### src/rtl/mcl_pkg.sv
// ----------------------------------------------------------------------------
// mcl_pkg: shared types and constants of the modexp cascade lock check unit
// Holds register indexes, reset values, stage codes and small structs.
// ----------------------------------------------------------------------------
package mcl_pkg;

	localparam int unsigned WORD_W  = 64;
	localparam int unsigned SMALL_W = 32;
	localparam int unsigned SEAL_W  = 34;
	localparam int unsigned OUT_W   = 33;
	localparam int unsigned IDX_W   = 3;

	localparam logic [IDX_W-1:0] REG_PRIME  = 3'd0;
	localparam logic [IDX_W-1:0] REG_BASE   = 3'd1;
	localparam logic [IDX_W-1:0] REG_ROD    = 3'd2;
	localparam logic [IDX_W-1:0] REG_CONE   = 3'd3;
	localparam logic [IDX_W-1:0] REG_SIGNAL = 3'd4;
	localparam logic [IDX_W-1:0] REG_ALPHA  = 3'd5;
	localparam logic [IDX_W-1:0] REG_BETA   = 3'd6;

	localparam logic [WORD_W-1:0]  RST_PRIME  = 64'd953467954114363;
	localparam logic [WORD_W-1:0]  RST_BASE   = 64'd381387181645745;
	localparam logic [WORD_W-1:0]  RST_ROD    = 64'd88776655;
	localparam logic [WORD_W-1:0]  RST_CONE   = 64'd44332211;
	localparam logic [WORD_W-1:0]  RST_SIGNAL = 64'd1000;
	localparam logic [SMALL_W-1:0] RST_ALPHA  = 32'd24;
	localparam logic [SMALL_W-1:0] RST_BETA   = 32'd100;

	localparam logic [1:0] FAIL_NONE     = 2'd0;
	localparam logic [1:0] FAIL_MANIFOLD = 2'd1;
	localparam logic [1:0] FAIL_RING     = 2'd2;

	// command to the modexp engine
	typedef struct packed {
		logic              start;
		logic [WORD_W-1:0] base;
		logic [WORD_W-1:0] expo;
		logic [WORD_W-1:0] modulus;
	} pow_req_t;

	typedef struct packed {
		logic              done;
		logic [WORD_W-1:0] value;
	} pow_rsp_t;

endpackage

### src/rtl/mcl_if.sv
// ----------------------------------------------------------------------------
// mcl_req_if / mcl_res_if: valid-ready channels of the unit
// Request carries the lock fields, result carries the sealed state.
// ----------------------------------------------------------------------------
interface mcl_req_if;
	logic        valid;
	logic        ready;
	logic        lock_enable;
	logic [63:0] npn_value;
	logic [63:0] pnp_value;
	modport source (output valid, lock_enable, npn_value, pnp_value, input ready);
	modport sink (input valid, lock_enable, npn_value, pnp_value, output ready);
endinterface

interface mcl_res_if;
	logic        valid;
	logic        ready;
	logic        converged;
	logic [1:0]  fail_stage;
	logic [32:0] manifold_out;
	logic [32:0] ring_out;
	logic [32:0] barn_out;
	logic [63:0] monopole_out;
	modport source (output valid, converged, fail_stage, manifold_out, ring_out,
		barn_out, monopole_out, input ready);
	modport sink (input valid, converged, fail_stage, manifold_out, ring_out,
		barn_out, monopole_out, output ready);
endinterface

### src/rtl/mcl_mulmod.sv
// ----------------------------------------------------------------------------
// mcl_mulmod: (a * b) mod m, one multiplier bit per cycle
// Shift-add with two conditional subtracts each cycle; m of zero wraps.
// ----------------------------------------------------------------------------
module mcl_mulmod (
	input  logic        clk,
	input  logic        arst_n,
	input  logic        start,
	input  logic [63:0] a,
	input  logic [63:0] b,
	input  logic [63:0] m,
	output logic        done,
	output logic [63:0] result
);

	localparam logic [1:0] ST_IDLE = 2'd0;
	localparam logic [1:0] ST_RED  = 2'd1;
	localparam logic [1:0] ST_RUN  = 2'd2;

	logic [1:0]  state_q;
	logic [5:0]  bit_q;
	logic        red_b_q;
	logic [63:0] a_q, b_q, m_q, acc_q, rem_q;
	logic [64:0] dbl, sum;
	logic [63:0] acc_d;
	logic        rem_done;
	logic [63:0] rem_next;

	// remainder of a_q or b_q by m: restoring division, one bit a cycle
	logic [64:0] rem_sh;
	assign rem_sh   = {rem_q, red_b_q ? b_q[bit_q] : a_q[bit_q]};
	assign rem_next = (rem_sh >= {1'b0, m_q}) ? 64'(rem_sh - {1'b0, m_q}) : rem_sh[63:0];
	assign rem_done = (bit_q == 6'd0);

	// with m of zero the subtracts take away nothing and the low 64 bits wrap
	always_comb begin
		dbl = {acc_q, 1'b0};
		if (dbl >= {1'b0, m_q})
			dbl = dbl - {1'b0, m_q};
		sum = dbl;
		if (b_q[bit_q]) begin
			sum = dbl + {1'b0, a_q};
			if (sum >= {1'b0, m_q})
				sum = sum - {1'b0, m_q};
		end
		acc_d = sum[63:0];
	end

	always_ff @(posedge clk or negedge arst_n) begin
		if (!arst_n) begin
			state_q <= ST_IDLE;
			done    <= 1'b0;
		end else begin
			done <= 1'b0;
			unique case (state_q)
				ST_IDLE: begin
					if (start) begin
						a_q     <= a;
						b_q     <= b;
						m_q     <= m;
						rem_q   <= 64'd0;
						acc_q   <= 64'd0;
						bit_q   <= 6'd63;
						red_b_q <= 1'b0;
						state_q <= (m == 64'd0) ? ST_RUN : ST_RED;
					end
				end
				ST_RED: begin
					rem_q <= rem_next;
					bit_q <= bit_q - 6'd1;
					if (rem_done) begin
						rem_q <= 64'd0;
						if (red_b_q) begin
							b_q     <= rem_next;
							acc_q   <= 64'd0;
							state_q <= ST_RUN;
						end else begin
							a_q     <= rem_next;
							red_b_q <= 1'b1;
						end
					end
				end
				ST_RUN: begin
					acc_q <= acc_d;
					bit_q <= bit_q - 6'd1;
					if (bit_q == 6'd0) begin
						result  <= acc_d;
						done    <= 1'b1;
						state_q <= ST_IDLE;
					end
				end
				default: state_q <= ST_IDLE;
			endcase
		end
	end

endmodule

### src/rtl/mcl_powmod.sv
// ----------------------------------------------------------------------------
// mcl_powmod: square-and-multiply modexp over the shared mulmod unit
// Runs one multiply (for a set bit) and one square per exponent bit, but no square after the top bit.
// ----------------------------------------------------------------------------
module mcl_powmod (
	input  logic              clk,
	input  logic              arst_n,
	input  mcl_pkg::pow_req_t req,
	output mcl_pkg::pow_rsp_t rsp
);

	localparam logic [2:0] ST_IDLE = 3'd0;
	localparam logic [2:0] ST_MUL  = 3'd1;
	localparam logic [2:0] ST_MWT  = 3'd2;
	localparam logic [2:0] ST_SQR  = 3'd3;
	localparam logic [2:0] ST_SWT  = 3'd4;

	logic [2:0]  state_q;
	logic [63:0] base_q, e_q, m_q, res_q;
	logic        mm_start;
	logic [63:0] mm_a;
	logic        mm_done;
	logic [63:0] mm_res;

	mcl_mulmod u_mul (
		.clk(clk), .arst_n(arst_n), .start(mm_start), .a(mm_a), .b(base_q),
		.m(m_q), .done(mm_done), .result(mm_res)
	);

	always_comb begin
		mm_start = 1'b0;
		mm_a     = base_q;
		unique case (state_q)
			ST_MUL: begin
				mm_start = e_q[0];
				mm_a     = res_q;
			end
			ST_SQR:  mm_start = 1'b1;
			default: mm_start = 1'b0;
		endcase
	end

	always_ff @(posedge clk or negedge arst_n) begin
		if (!arst_n) begin
			state_q  <= ST_IDLE;
			rsp.done <= 1'b0;
		end else begin
			rsp.done <= 1'b0;
			unique case (state_q)
				ST_IDLE: begin
					if (req.start) begin
						base_q <= req.base;
						e_q    <= req.expo;
						m_q    <= req.modulus;
						res_q  <= 64'd1;
						if (req.expo == 64'd0) begin
							rsp.value <= 64'd1;
							rsp.done  <= 1'b1;
						end else begin
							state_q <= ST_MUL;
						end
					end
				end
				ST_MUL: state_q <= e_q[0] ? ST_MWT : ST_SQR;
				ST_MWT: begin
					if (mm_done) begin
						res_q <= mm_res;
						// last set bit: skip the final square
						if (e_q[63:1] == 63'd0) begin
							rsp.value <= mm_res;
							rsp.done  <= 1'b1;
							state_q   <= ST_IDLE;
						end else begin
							state_q <= ST_SQR;
						end
					end
				end
				ST_SQR: state_q <= ST_SWT;
				ST_SWT: begin
					// squaring done: drop one exponent bit
					if (mm_done) begin
						base_q  <= mm_res;
						e_q     <= e_q >> 1;
						state_q <= ST_MUL;
					end
				end
				default: state_q <= ST_IDLE;
			endcase
		end
	end

endmodule

### src/rtl/modexp_cascade_lock_check_unit.sv
// ----------------------------------------------------------------------------
// modexp_cascade_lock_check_unit: modexp cascade with lock check
// Sequences the cascade of modular exponentiations over one modexp engine.
// ----------------------------------------------------------------------------
// channel | dir | handshake   | payload
// req     | in  | valid/ready | lock_enable, npn_value, pnp_value
// res     | out | valid/ready | converged, fail_stage, sealed values
// cfg     | in  | cfg_we      | cfg_index, cfg_data
// Up to thirteen modexps run in turn, each one square and at most one multiply per
// exponent bit in the shared mulmod unit. Eight modexps take 64-bit exponents and
// four take exponents below 2^33.
// Base reduction modulo the prime runs through the same engine as x^1.
// req.ready is low from acceptance until the result item is taken.
// Reset restores the register defaults and clears the sealed state.
// ----------------------------------------------------------------------------
module modexp_cascade_lock_check_unit #(
	parameter int unsigned DATA_WIDTH = 64
) (
	input  logic         clk,
	input  logic         arst_n,
	input  logic         cfg_we,
	input  logic [2:0]   cfg_index,
	input  logic [63:0]  cfg_data,
	mcl_req_if.sink      req,
	mcl_res_if.source    res
);

	localparam logic [63:0] DW_MASK = (DATA_WIDTH >= 64) ? '1 :
		((64'd1 << DATA_WIDTH) - 64'd1);

	localparam logic [3:0] S_IDLE = 4'd0;
	localparam logic [3:0] S_RED  = 4'd1;
	localparam logic [3:0] S_CROD = 4'd2;
	localparam logic [3:0] S_CCON = 4'd3;
	localparam logic [3:0] S_BROD = 4'd4;
	localparam logic [3:0] S_BCON = 4'd5;
	localparam logic [3:0] S_DROD = 4'd6;
	localparam logic [3:0] S_DCON = 4'd7;
	localparam logic [3:0] S_MROD = 4'd8;
	localparam logic [3:0] S_MCON = 4'd9;
	localparam logic [3:0] S_RROD = 4'd10;
	localparam logic [3:0] S_RCON = 4'd11;
	localparam logic [3:0] S_BARN = 4'd12;
	localparam logic [3:0] S_MONO = 4'd13;
	localparam logic [3:0] S_OUT  = 4'd14;

	logic [63:0] prime_q, base_cfg_q, rod_q, cone_q, sig_q;
	logic [31:0] alpha_q, beta_q;
	logic [33:0] seal_mf_q, seal_ring_q, seal_barn_q;
	logic [63:0] seal_mono_q;

	logic [3:0]  state_q;
	logic        busy_q;
	logic [63:0] b_q, crod_q, brod_q, bcon_q, drod_q, mrod_q, mcon_q;
	logic [63:0] rrod_q;
	logic [63:0] small_m;
	logic [63:0] lock_sum;

	mcl_pkg::pow_req_t preq;
	mcl_pkg::pow_rsp_t prsp;

	mcl_powmod u_pow (.clk(clk), .arst_n(arst_n), .req(preq), .rsp(prsp));

	assign small_m  = {32'd0, alpha_q} + {32'd0, beta_q};
	assign lock_sum = ((base_cfg_q & DW_MASK) + (req.npn_value & DW_MASK) -
		(req.pnp_value & DW_MASK)) & DW_MASK;
	assign req.ready = !busy_q;

	always_ff @(posedge clk or negedge arst_n) begin
		if (!arst_n) begin
			prime_q    <= mcl_pkg::RST_PRIME;
			base_cfg_q <= mcl_pkg::RST_BASE;
			rod_q      <= mcl_pkg::RST_ROD;
			cone_q     <= mcl_pkg::RST_CONE;
			sig_q      <= mcl_pkg::RST_SIGNAL;
			alpha_q    <= mcl_pkg::RST_ALPHA;
			beta_q     <= mcl_pkg::RST_BETA;
		end else if (cfg_we) begin
			unique case (cfg_index)
				mcl_pkg::REG_PRIME:  prime_q    <= cfg_data;
				mcl_pkg::REG_BASE:   base_cfg_q <= cfg_data;
				mcl_pkg::REG_ROD:    rod_q      <= cfg_data;
				mcl_pkg::REG_CONE:   cone_q     <= cfg_data;
				mcl_pkg::REG_SIGNAL: sig_q      <= cfg_data;
				mcl_pkg::REG_ALPHA:  alpha_q    <= cfg_data[31:0];
				mcl_pkg::REG_BETA:   beta_q     <= cfg_data[31:0];
				default: ;
			endcase
		end
	end

	always_ff @(posedge clk or negedge arst_n) begin
		if (!arst_n) begin
			state_q     <= S_IDLE;
			busy_q      <= 1'b0;
			res.valid   <= 1'b0;
			preq.start  <= 1'b0;
			seal_mf_q   <= '0;
			seal_ring_q <= '0;
			seal_barn_q <= '0;
			seal_mono_q <= '0;
		end else begin
			preq.start <= 1'b0;
			unique case (state_q)
				S_IDLE: begin
					if (req.valid && !busy_q) begin
						busy_q <= 1'b1;
						if (req.lock_enable && prime_q != 64'd0) begin
							preq <= '{1'b1, lock_sum, 64'd1, prime_q};
							state_q <= S_RED;
						end else begin
							b_q  <= req.lock_enable ? lock_sum : (base_cfg_q & DW_MASK);
							preq <= '{1'b1, req.lock_enable ? lock_sum :
								(base_cfg_q & DW_MASK), rod_q, prime_q};
							state_q <= S_CROD;
						end
					end
				end
				S_RED: if (prsp.done) begin
					b_q     <= prsp.value;
					preq    <= '{1'b1, prsp.value, rod_q, prime_q};
					state_q <= S_CROD;
				end
				S_CROD: if (prsp.done) begin
					crod_q  <= prsp.value;
					preq    <= '{1'b1, b_q, cone_q, prime_q};
					state_q <= S_CCON;
				end
				S_CCON: if (prsp.done) begin
					preq    <= '{1'b1, prsp.value, rod_q, prime_q};
					state_q <= S_BROD;
				end
				S_BROD: if (prsp.done) begin
					brod_q  <= prsp.value;
					preq    <= '{1'b1, crod_q, cone_q, prime_q};
					state_q <= S_BCON;
				end
				S_BCON: if (prsp.done) begin
					bcon_q  <= prsp.value;
					preq    <= '{1'b1, brod_q, sig_q, small_m};
					state_q <= S_DROD;
				end
				S_DROD: if (prsp.done) begin
					drod_q  <= prsp.value;
					preq    <= '{1'b1, bcon_q, sig_q, small_m};
					state_q <= S_DCON;
				end
				S_DCON: if (prsp.done) begin
					preq    <= '{1'b1, prsp.value, sig_q, small_m};
					state_q <= S_MROD;
				end
				S_MROD: if (prsp.done) begin
					mrod_q  <= prsp.value;
					preq    <= '{1'b1, drod_q, sig_q, small_m};
					state_q <= S_MCON;
				end
				S_MCON: if (prsp.done) begin
					mcon_q <= prsp.value;
					if (prsp.value != mrod_q) begin
						res.converged  <= 1'b0;
						res.fail_stage <= mcl_pkg::FAIL_MANIFOLD;
						state_q        <= S_OUT;
					end else begin
						preq    <= '{1'b1, brod_q, mrod_q, small_m};
						state_q <= S_RROD;
					end
				end
				S_RROD: if (prsp.done) begin
					rrod_q  <= prsp.value;
					preq    <= '{1'b1, bcon_q, mcon_q, small_m};
					state_q <= S_RCON;
				end
				S_RCON: if (prsp.done) begin
					if (prsp.value != rrod_q) begin
						res.converged  <= 1'b0;
						res.fail_stage <= mcl_pkg::FAIL_RING;
						state_q        <= S_OUT;
					end else begin
						preq    <= '{1'b1, rrod_q, mrod_q, small_m};
						state_q <= S_BARN;
					end
				end
				S_BARN: if (prsp.done) begin
					seal_mf_q   <= mrod_q[33:0];
					seal_ring_q <= rrod_q[33:0];
					seal_barn_q <= prsp.value[33:0];
					preq        <= '{1'b1, small_m, small_m, prime_q};
					state_q     <= S_MONO;
				end
				S_MONO: if (prsp.done) begin
					seal_mono_q    <= prsp.value;
					res.converged  <= 1'b1;
					res.fail_stage <= mcl_pkg::FAIL_NONE;
					state_q        <= S_OUT;
				end
				S_OUT: begin
					if (!res.valid) begin
						res.valid <= 1'b1;
					end else if (res.ready) begin
						res.valid <= 1'b0;
						busy_q    <= 1'b0;
						state_q   <= S_IDLE;
					end
				end
				default: state_q <= S_IDLE;
			endcase
		end
	end

	assign res.manifold_out = seal_mf_q[32:0];
	assign res.ring_out     = seal_ring_q[32:0];
	assign res.barn_out     = seal_barn_q[32:0];
	assign res.monopole_out = seal_mono_q;

endmodule

### src/flat_wrapper.sv
// flat-port wrapper written by rule: the top's interface ports become plain ports
module modexp_cascade_lock_check_unit_flat 
#(
	parameter int unsigned DATA_WIDTH = 64
)
  (clk, arst_n, cfg_we, cfg_index, cfg_data, req_valid, req_lock_enable, req_npn_value, req_pnp_value, req_ready, res_valid, res_converged, res_fail_stage, res_manifold_out, res_ring_out, res_barn_out, res_monopole_out, res_ready);
  mcl_req_if req_i ();
  mcl_res_if res_i ();
  input  logic clk;
  input  logic arst_n;
  input  logic cfg_we;
  input  logic [2:0] cfg_index;
  input  logic [63:0] cfg_data;
  input wire logic [$bits(req_i.valid)-1:0] req_valid;
  input wire logic [$bits(req_i.lock_enable)-1:0] req_lock_enable;
  input wire logic [$bits(req_i.npn_value)-1:0] req_npn_value;
  input wire logic [$bits(req_i.pnp_value)-1:0] req_pnp_value;
  output wire logic [$bits(req_i.ready)-1:0] req_ready;
  output wire logic [$bits(res_i.valid)-1:0] res_valid;
  output wire logic [$bits(res_i.converged)-1:0] res_converged;
  output wire logic [$bits(res_i.fail_stage)-1:0] res_fail_stage;
  output wire logic [$bits(res_i.manifold_out)-1:0] res_manifold_out;
  output wire logic [$bits(res_i.ring_out)-1:0] res_ring_out;
  output wire logic [$bits(res_i.barn_out)-1:0] res_barn_out;
  output wire logic [$bits(res_i.monopole_out)-1:0] res_monopole_out;
  input wire logic [$bits(res_i.ready)-1:0] res_ready;
  assign req_i.valid = req_valid;
  assign req_i.lock_enable = req_lock_enable;
  assign req_i.npn_value = req_npn_value;
  assign req_i.pnp_value = req_pnp_value;
  assign req_ready = req_i.ready;
  assign res_valid = res_i.valid;
  assign res_converged = res_i.converged;
  assign res_fail_stage = res_i.fail_stage;
  assign res_manifold_out = res_i.manifold_out;
  assign res_ring_out = res_i.ring_out;
  assign res_barn_out = res_i.barn_out;
  assign res_monopole_out = res_i.monopole_out;
  assign res_i.ready = res_ready;
  modexp_cascade_lock_check_unit #(.DATA_WIDTH(DATA_WIDTH)) u_core (.clk(clk), .arst_n(arst_n), .cfg_we(cfg_we), .cfg_index(cfg_index), .cfg_data(cfg_data), .req(req_i), .res(res_i));
endmodule
### config.mk
export PLATFORM = sky130hd
export DESIGN_NAME = modexp_cascade_lock_check_unit_flat
export DESIGN_NICKNAME = d
export VERILOG_FILES = /design/src/rtl/mcl_pkg.sv /design/src/rtl/mcl_if.sv /design/src/rtl/mcl_mulmod.sv /design/src/rtl/mcl_powmod.sv /design/src/rtl/modexp_cascade_lock_check_unit.sv /design/src/flat_wrapper.sv
export SDC_FILE = /design/constraint.sdc
export NUM_CORES = 2
export LEC_CHECK = 0
export ABC_CLOCK_PERIOD_IN_PS = 26000
export BUFFER_PORTS_ARGS = -buffer_cell sky130_fd_sc_hd__buf_2
export CAP_MARGIN = 20
export CORE_UTILIZATION = 45
export DETAILED_ROUTE_END_ITERATION = 16
export PLACE_DENSITY_LB_ADDON = 0.08
export SLEW_MARGIN = 40
export SYNTH_ARGS = -nofsm -noshare
export SYNTH_HDL_FRONTEND = slang
export SYNTH_SLANG_ARGS = --single-unit
### constraint.sdc
create_clock -name clk -period 26 [get_ports clk]
set_input_delay 5.2 -clock clk [delete_from_list [all_inputs] [get_ports clk]]
set_output_delay 5.2 -clock clk [all_outputs]
set_load 0.02 [all_outputs]
[Word-level counts from Yosys, hierarchy flattened]
Cells that the tools add are included.
Storage, ports and cells
  bits of input ports: 201
  RAM bits: 0
  register bits after elaboration: 1979
  latch bits: 0
  memory bits (read-only): 0
  output and inout bits: 168
  word-level logic and storage cells: 293
  memories: 0
Operators by class
  div/mod/pow operators: 0
  shifts and indexed selects: 0
  muxes and demuxes: 117
  multiply operators: 0
  $add $sub $neg: 8
  eq/ne operators: 61
  bitwise gates (word level): 0
  $lt $le $gt $ge: 4
  reduce and logical (&&, ||, !) cells: 58
Operators with widths (count)
  $mux W193: 14
  $pmux W193 S12: 1
  $mux W64: 23
  $pmux W64 S2: 7
  $mux W65: 5
  $ge A65 B64 Y1: 3
  $mux W192: 1
  $pmux W64 S3: 1
  $sub A64 B64 Y64: 3
  $pmux W65 S2: 1
  $logic_not A64 Y1: 2
  $ne A64 B64 Y1: 2
  $add A65 B64 Y65: 1
  $sub A65 B64 Y65: 1
  $add A64 B64 Y64: 1
  $mux W4: 16
  $reduce_bool A64 Y1: 1
  $logic_not A63 Y1: 1
  $pmux W4 S15: 1
  $ne A2 B2 Y1 const B: 22
  $reduce_and A3 Y1: 12
  $add A32 B32 Y33: 1
  $reduce_and A16 Y1: 2
  $eq A4 B4 Y1 const B: 7
  36 further kinds: 119

[Logic depth before layout (Yosys ltp)]
  depth after elaboration: 8
  depth in mapped cells: 42
  depth with buffers taken out: 35

[By module]
A second synthesis with hierarchy kept.
Second synthesis, totals
  cells, all modules: 9397
  area, all modules: 105602.5 um2
By module, submodules not included
  modexp_cascade_lock_check_unit: times used 1, seq. area each 35223.8 um2, cells each 4712, area an instance 58011.9 um2
  mcl_mulmod: times used 1, seq. area each 11816.3 um2, cells each 3931, area an instance 34261.6 um2
  mcl_powmod: times used 1, seq. area each 9709.3 um2, cells each 754, area an instance 13329.0 um2

[Worst setup path before layout]
No wires, ideal clock.
  path type: input-to-reg
  start: in req_valid
  end: reg u_core.preq[0] (netlist name), enable pin
  setup slack: 1165 ps
  cell stages on the path: 4
  library setup time: 1213 ps
  path buffers: 0
  data arrival time: 23621 ps
  data required time: 24787 ps
  cell sequence: nand2_1 -> nand2_1 -> o311ai_0 -> nor4_1
Between the ends
  cells in the longest elaborated chain, start to end: 3
Ends and longest elaborated chain
  from (decl): line flat_wrapper.sv:14  | input wire logic [$bits(req_i.valid)-1:0] req_valid;
  $logic_and A1 B1 Y1: line modexp_cascade_lock_check_unit.sv:106  | if (req.valid && !busy_q) begin
  $ne A2 B1 Y1 (no line)
  $reduce_and A16 Y1 (no line)
  to (signal assigned): line modexp_cascade_lock_check_unit.sv:109  | preq <= '{1'b1, lock_sum, 64'd1, prime_q};
  to (signal assigned): line modexp_cascade_lock_check_unit.sv:113  | preq <= '{1'b1, req.lock_enable ? lock_sum :
  to (signal assigned): line modexp_cascade_lock_check_unit.sv:121  | preq <= '{1'b1, prsp.value, rod_q, prime_q};
  to (decl): line modexp_cascade_lock_check_unit.sv:59  | mcl_pkg::pow_req_t preq;
No other way between the ends.
A chain may end at the register's enable or synchronous reset.

[Worst setup path in the final report]
  start: reg u_core.u_pow.u_mul.m_q[24]
  end: reg u_core.u_pow.u_mul.result[58], data pin
Between the ends
  cells in the longest elaborated chain, start to end: 6
  elaborated cells between the ends (all ways): 8
  those cells by class: add/sub: 3; order compare: 2; mux: 3
Ends and longest elaborated chain
  from (decl): line mcl_mulmod.sv:23  | logic [63:0] a_q, b_q, m_q, acc_q, rem_q;
  from (signal assigned): line mcl_mulmod.sv:60  | m_q <= m;
  $sub A65 B64 Y65 or $ge A65 B64 Y1 (tied branches): line mcl_mulmod.sv:39, mcl_mulmod.sv:38
  $mux W65: line mcl_mulmod.sv:38  | if (dbl >= {1'b0, m_q})
  $add A65 B64 Y65: line mcl_mulmod.sv:42  | sum = dbl + {1'b0, a_q};
  $sub A64 B64 Y64 or $ge A65 B64 Y1 (tied branches): line mcl_mulmod.sv:44, mcl_mulmod.sv:43
  $mux W64: line mcl_mulmod.sv:43  | if (sum >= {1'b0, m_q})
  $mux W64 *: line mcl_mulmod.sv:41  | if (b_q[bit_q]) begin
  via u_core.u_pow.u_mul.sum[58]: line mcl_mulmod.sv:24  | logic [64:0] dbl, sum;
  to (signal assigned): line mcl_mulmod.sv:87  | result <= acc_d;
  to (decl): line mcl_mulmod.sv:13  | output logic [63:0] result
Mark *: on every way through the listed nets, which the timed path passes. The rest lies on a longest branch.

==> flow_summary.yaml <==
run_status:
  status: "finished clean"
layout:
  syn_to_final_growth_pct: 12.5
  nFillCells: 20500
  layout-drive-gt1-share: 0.165
  reg_top3: "u_core.preq (193), u_core.u_pow.rsp (65)"
  nets: 10200
  largest-register: "u_core.preq"
  largest_reg_flops: 193
worst_setup_path:
  cp_slowest_cell: "nor4_2"
  timing.critical_path.arrival_ns: 13.01
  required_ns: 26.67
  cp_top_family: "compound AO/OA/AOI/OAI gates"
  crit_path_end_kind: "flop"
  critPathBufInv: 2
  crit_fanout: 15
  crit_path_max_incr_delay_ns: 0.71
  cp-startpoint: "u_core.u_pow.u_mul.m_q[24]"
  r2r_start: "u_core.u_pow.u_mul.m_q[24]"
  path_class: "flop to flop"
  cp-start-kind: "flop"
timing:
  relSlewSlack: 0.342
  finalCritPeriodShare: 0.475
  fmax_ghz: 0.0810
  fin_worst_skew_ns: 0.0351
  slew_viol_final: 0
  tightest_slew_ns: 0.987
  hold_viol_final: 0
  final-setup-viol-count: 0
  rsz0062_at_grt: "no"
  layout_min_cycle_time_ns: 12.34
  tns_ns: 0
detailed_routing:
  vias: 80800
  drc: 0
  wl_met1_um: 176000
  drtAntennaViolNets: 0
  wl_per_cell_um: 34.0
  dr.pass1.iters: 7
  viasPerCell: 6.29
  drt-total-wl_um: 436000
  drt_first_iter_violations: 9623
  wl_met3_um: 35600
  top_layer_used: "met5"
  met2_length_um: 197000
clocking:
  cts_resized: 0
  post-cts-setup-buffers: 0
  cts_buffer_depth: 3
  clk_latency_ns: 0.89
  holdBufCountCts: 0
  clk_pin_slew_worst_paths_ns: 0.06
  cts-buffers-inserted: 214
  cts_tree: "built"
  cts.sinks: 1979
  htreeDepth: 4
  cts_root_buf: "clkbuf_16"
yosys:
  postSynthAreaPerCell_sq_um: 11.2
  ys_types: 99
  synth_edf_count: 1418
  yosysTopAreaCell: "edfxtp_1"
  synthArstFlopShare: 0.283
  yosys-top-cells-area: "edfxtp_1 (41%), dfrtp_1 (11%), nand2_1 (4.6%)"
  yosys_warnings: 0
  syn_inst: 9329
  syn_nets: 9955
  synth-seq-area-share: 0.541
  yosysTopAreaCellShare: 0.406
  ys.flop_type: "edfxtp_1"
  synth_area_sq_um: 105000
  ys_seq_elements: 1979
die:
  fp-row-count: 176
  die_area_sq_um: 235000
  die_w_um: 485
  coreArea_sq_um: 231000
  die_h_um: 485
  pin_count: 369
  start_util: 0.455
placement:
  hpwlAfterDp_um: 328000
  io_buffers: 368
  finalWeightedCongestion: 1.00
grt:
  grt_pass1_wl_um: 604000
  antenna_found_initial: 35
  grt_pass1_vias: 77400
  grtUsageTotal: 0.364
  grt_max_degree: 138
  grt_overflow: 0
worst_hold_path:
  min-delay-start: "u_core.preq[63]"
  hp-class: "flop to flop"
run:
  cap_violations: 0
cell type report:
class | instances | area [sq um] | share of cell area
diodes | 9 | 22.5 | 0.000191
clock buffers | 277 | 5850 | 0.0496
clock inverters | 131 | 1450 | 0.0123
inverters | 472 | 1770 | 0.0150
multi-input cells | 6352 | 44700 | 0.379
flip-flops and latches | 1979 | 56700 | 0.481
well taps | 3026 | 3790 | 0.0321
repair buffers | 584 | 3700 | 0.0313
cells in the final DEF (no fill, tap or decap), types with 45 or more instances in the layout:
master,count
a211oi_1,106
a21o_1,187
a21oi_1,603
a221oi_1,61
a222oi_1,98
a22oi_1,165
a31oi_1,59
and2_1,226
buf_2,367
buf_4,182
clkbuf_1,45
clkbuf_16,221
clkinv_2,45
dfrtp_1,457
dfstp_2,104
edfxtp_1,1418
fa_1,68
ha_1,356
inv_1,469
mux2_2,413
mux2i_1,230
nand2_1,1279
nand3_1,173
nand4_1,149
nor2_1,387
nor3_1,62
nor4_1,85
o211ai_1,58
o21a_1,49
o21ai_0,357
o21bai_1,67
xnor2_1,325
xor2_1,126
metal layers:
metal  global-route usage  vias to the layer above
li1                     -                    34900
met3               0.0623                      799
met2                0.570                     4134
met5                    0                        -
met1                0.482                    40900
met4                0.198                       28
cells in the mapped netlist (95+ instances only):
cell type	n
a211oi_1	109
nand2_1	1284
a21o_1	187
and2_1	234
nor2_1	402
o21ai_0	361
nor4_1	95
a222oi_1	98
edfxtp_1	1418
nand3_1	173
dfrtp_1	457
a21oi_1	610
ha_1	357
a22oi_1	165
xor2_1	128
xnor2_1	326
mux2i_1	230
clkbuf_1	447
dfstp_2	104
inv_1	470
mux2_2	413
nand4_1	149
final timing paths:
kind,cells after the start,end,slack (ns)
max,33,u_core.u_pow.u_mul.result[58],13.66
max reg2reg,33,u_core.u_pow.u_mul.result[58],13.66
max in group asynchronous,3,u_core.res.monopole_out[63],19.86
min in group asynchronous,1,u_core.beta_q[21],4.30
min,0,u_core.u_pow.m_q[63],0.41
min reg2reg,0,u_core.u_pow.m_q[63],0.41
cells by family (layout without fill, tap and decap cells):
family	count (synthesis)	count (layout)	synth area share
AND/OR/NAND/NOR	2645	2645	0.116
other	0	9	0
flip-flops	1979	1979	0.541
multiplexers	689	689	0.0757
XOR/XNOR	454	454	0.0379
buffers and inverters	998	1464	0.0382
adder cells (fa/ha/maj)	425	425	0.0556
AO/OA/AOI/OAI	2139	2139	0.136
metrics by stage:
stage / setup WS (ns) / util / instance area (sq um) / instances / hold WS [ns]
2_1_floorplan: 1.17 / - / 105000 / 9329 / 0.400
3_3_place_gp: 13.14 / 0.478 / 110000 / 12400 / 0.403
3_5_place_dp: 13.59 / 0.479 / 111000 / 12400 / 0.405
4_1_cts: 13.56 / 0.511 / 118000 / 12800 / 0.396
5_1_grt: 13.22 / 0.511 / 118000 / 12800 / 0.419
6_report: 13.66 / 0.511 / 118000 / 12800 / 0.409
Power is left out: the tool's default activity adds up to more than one toggle a clock period on the data nets, which glitch-free logic cannot reach.
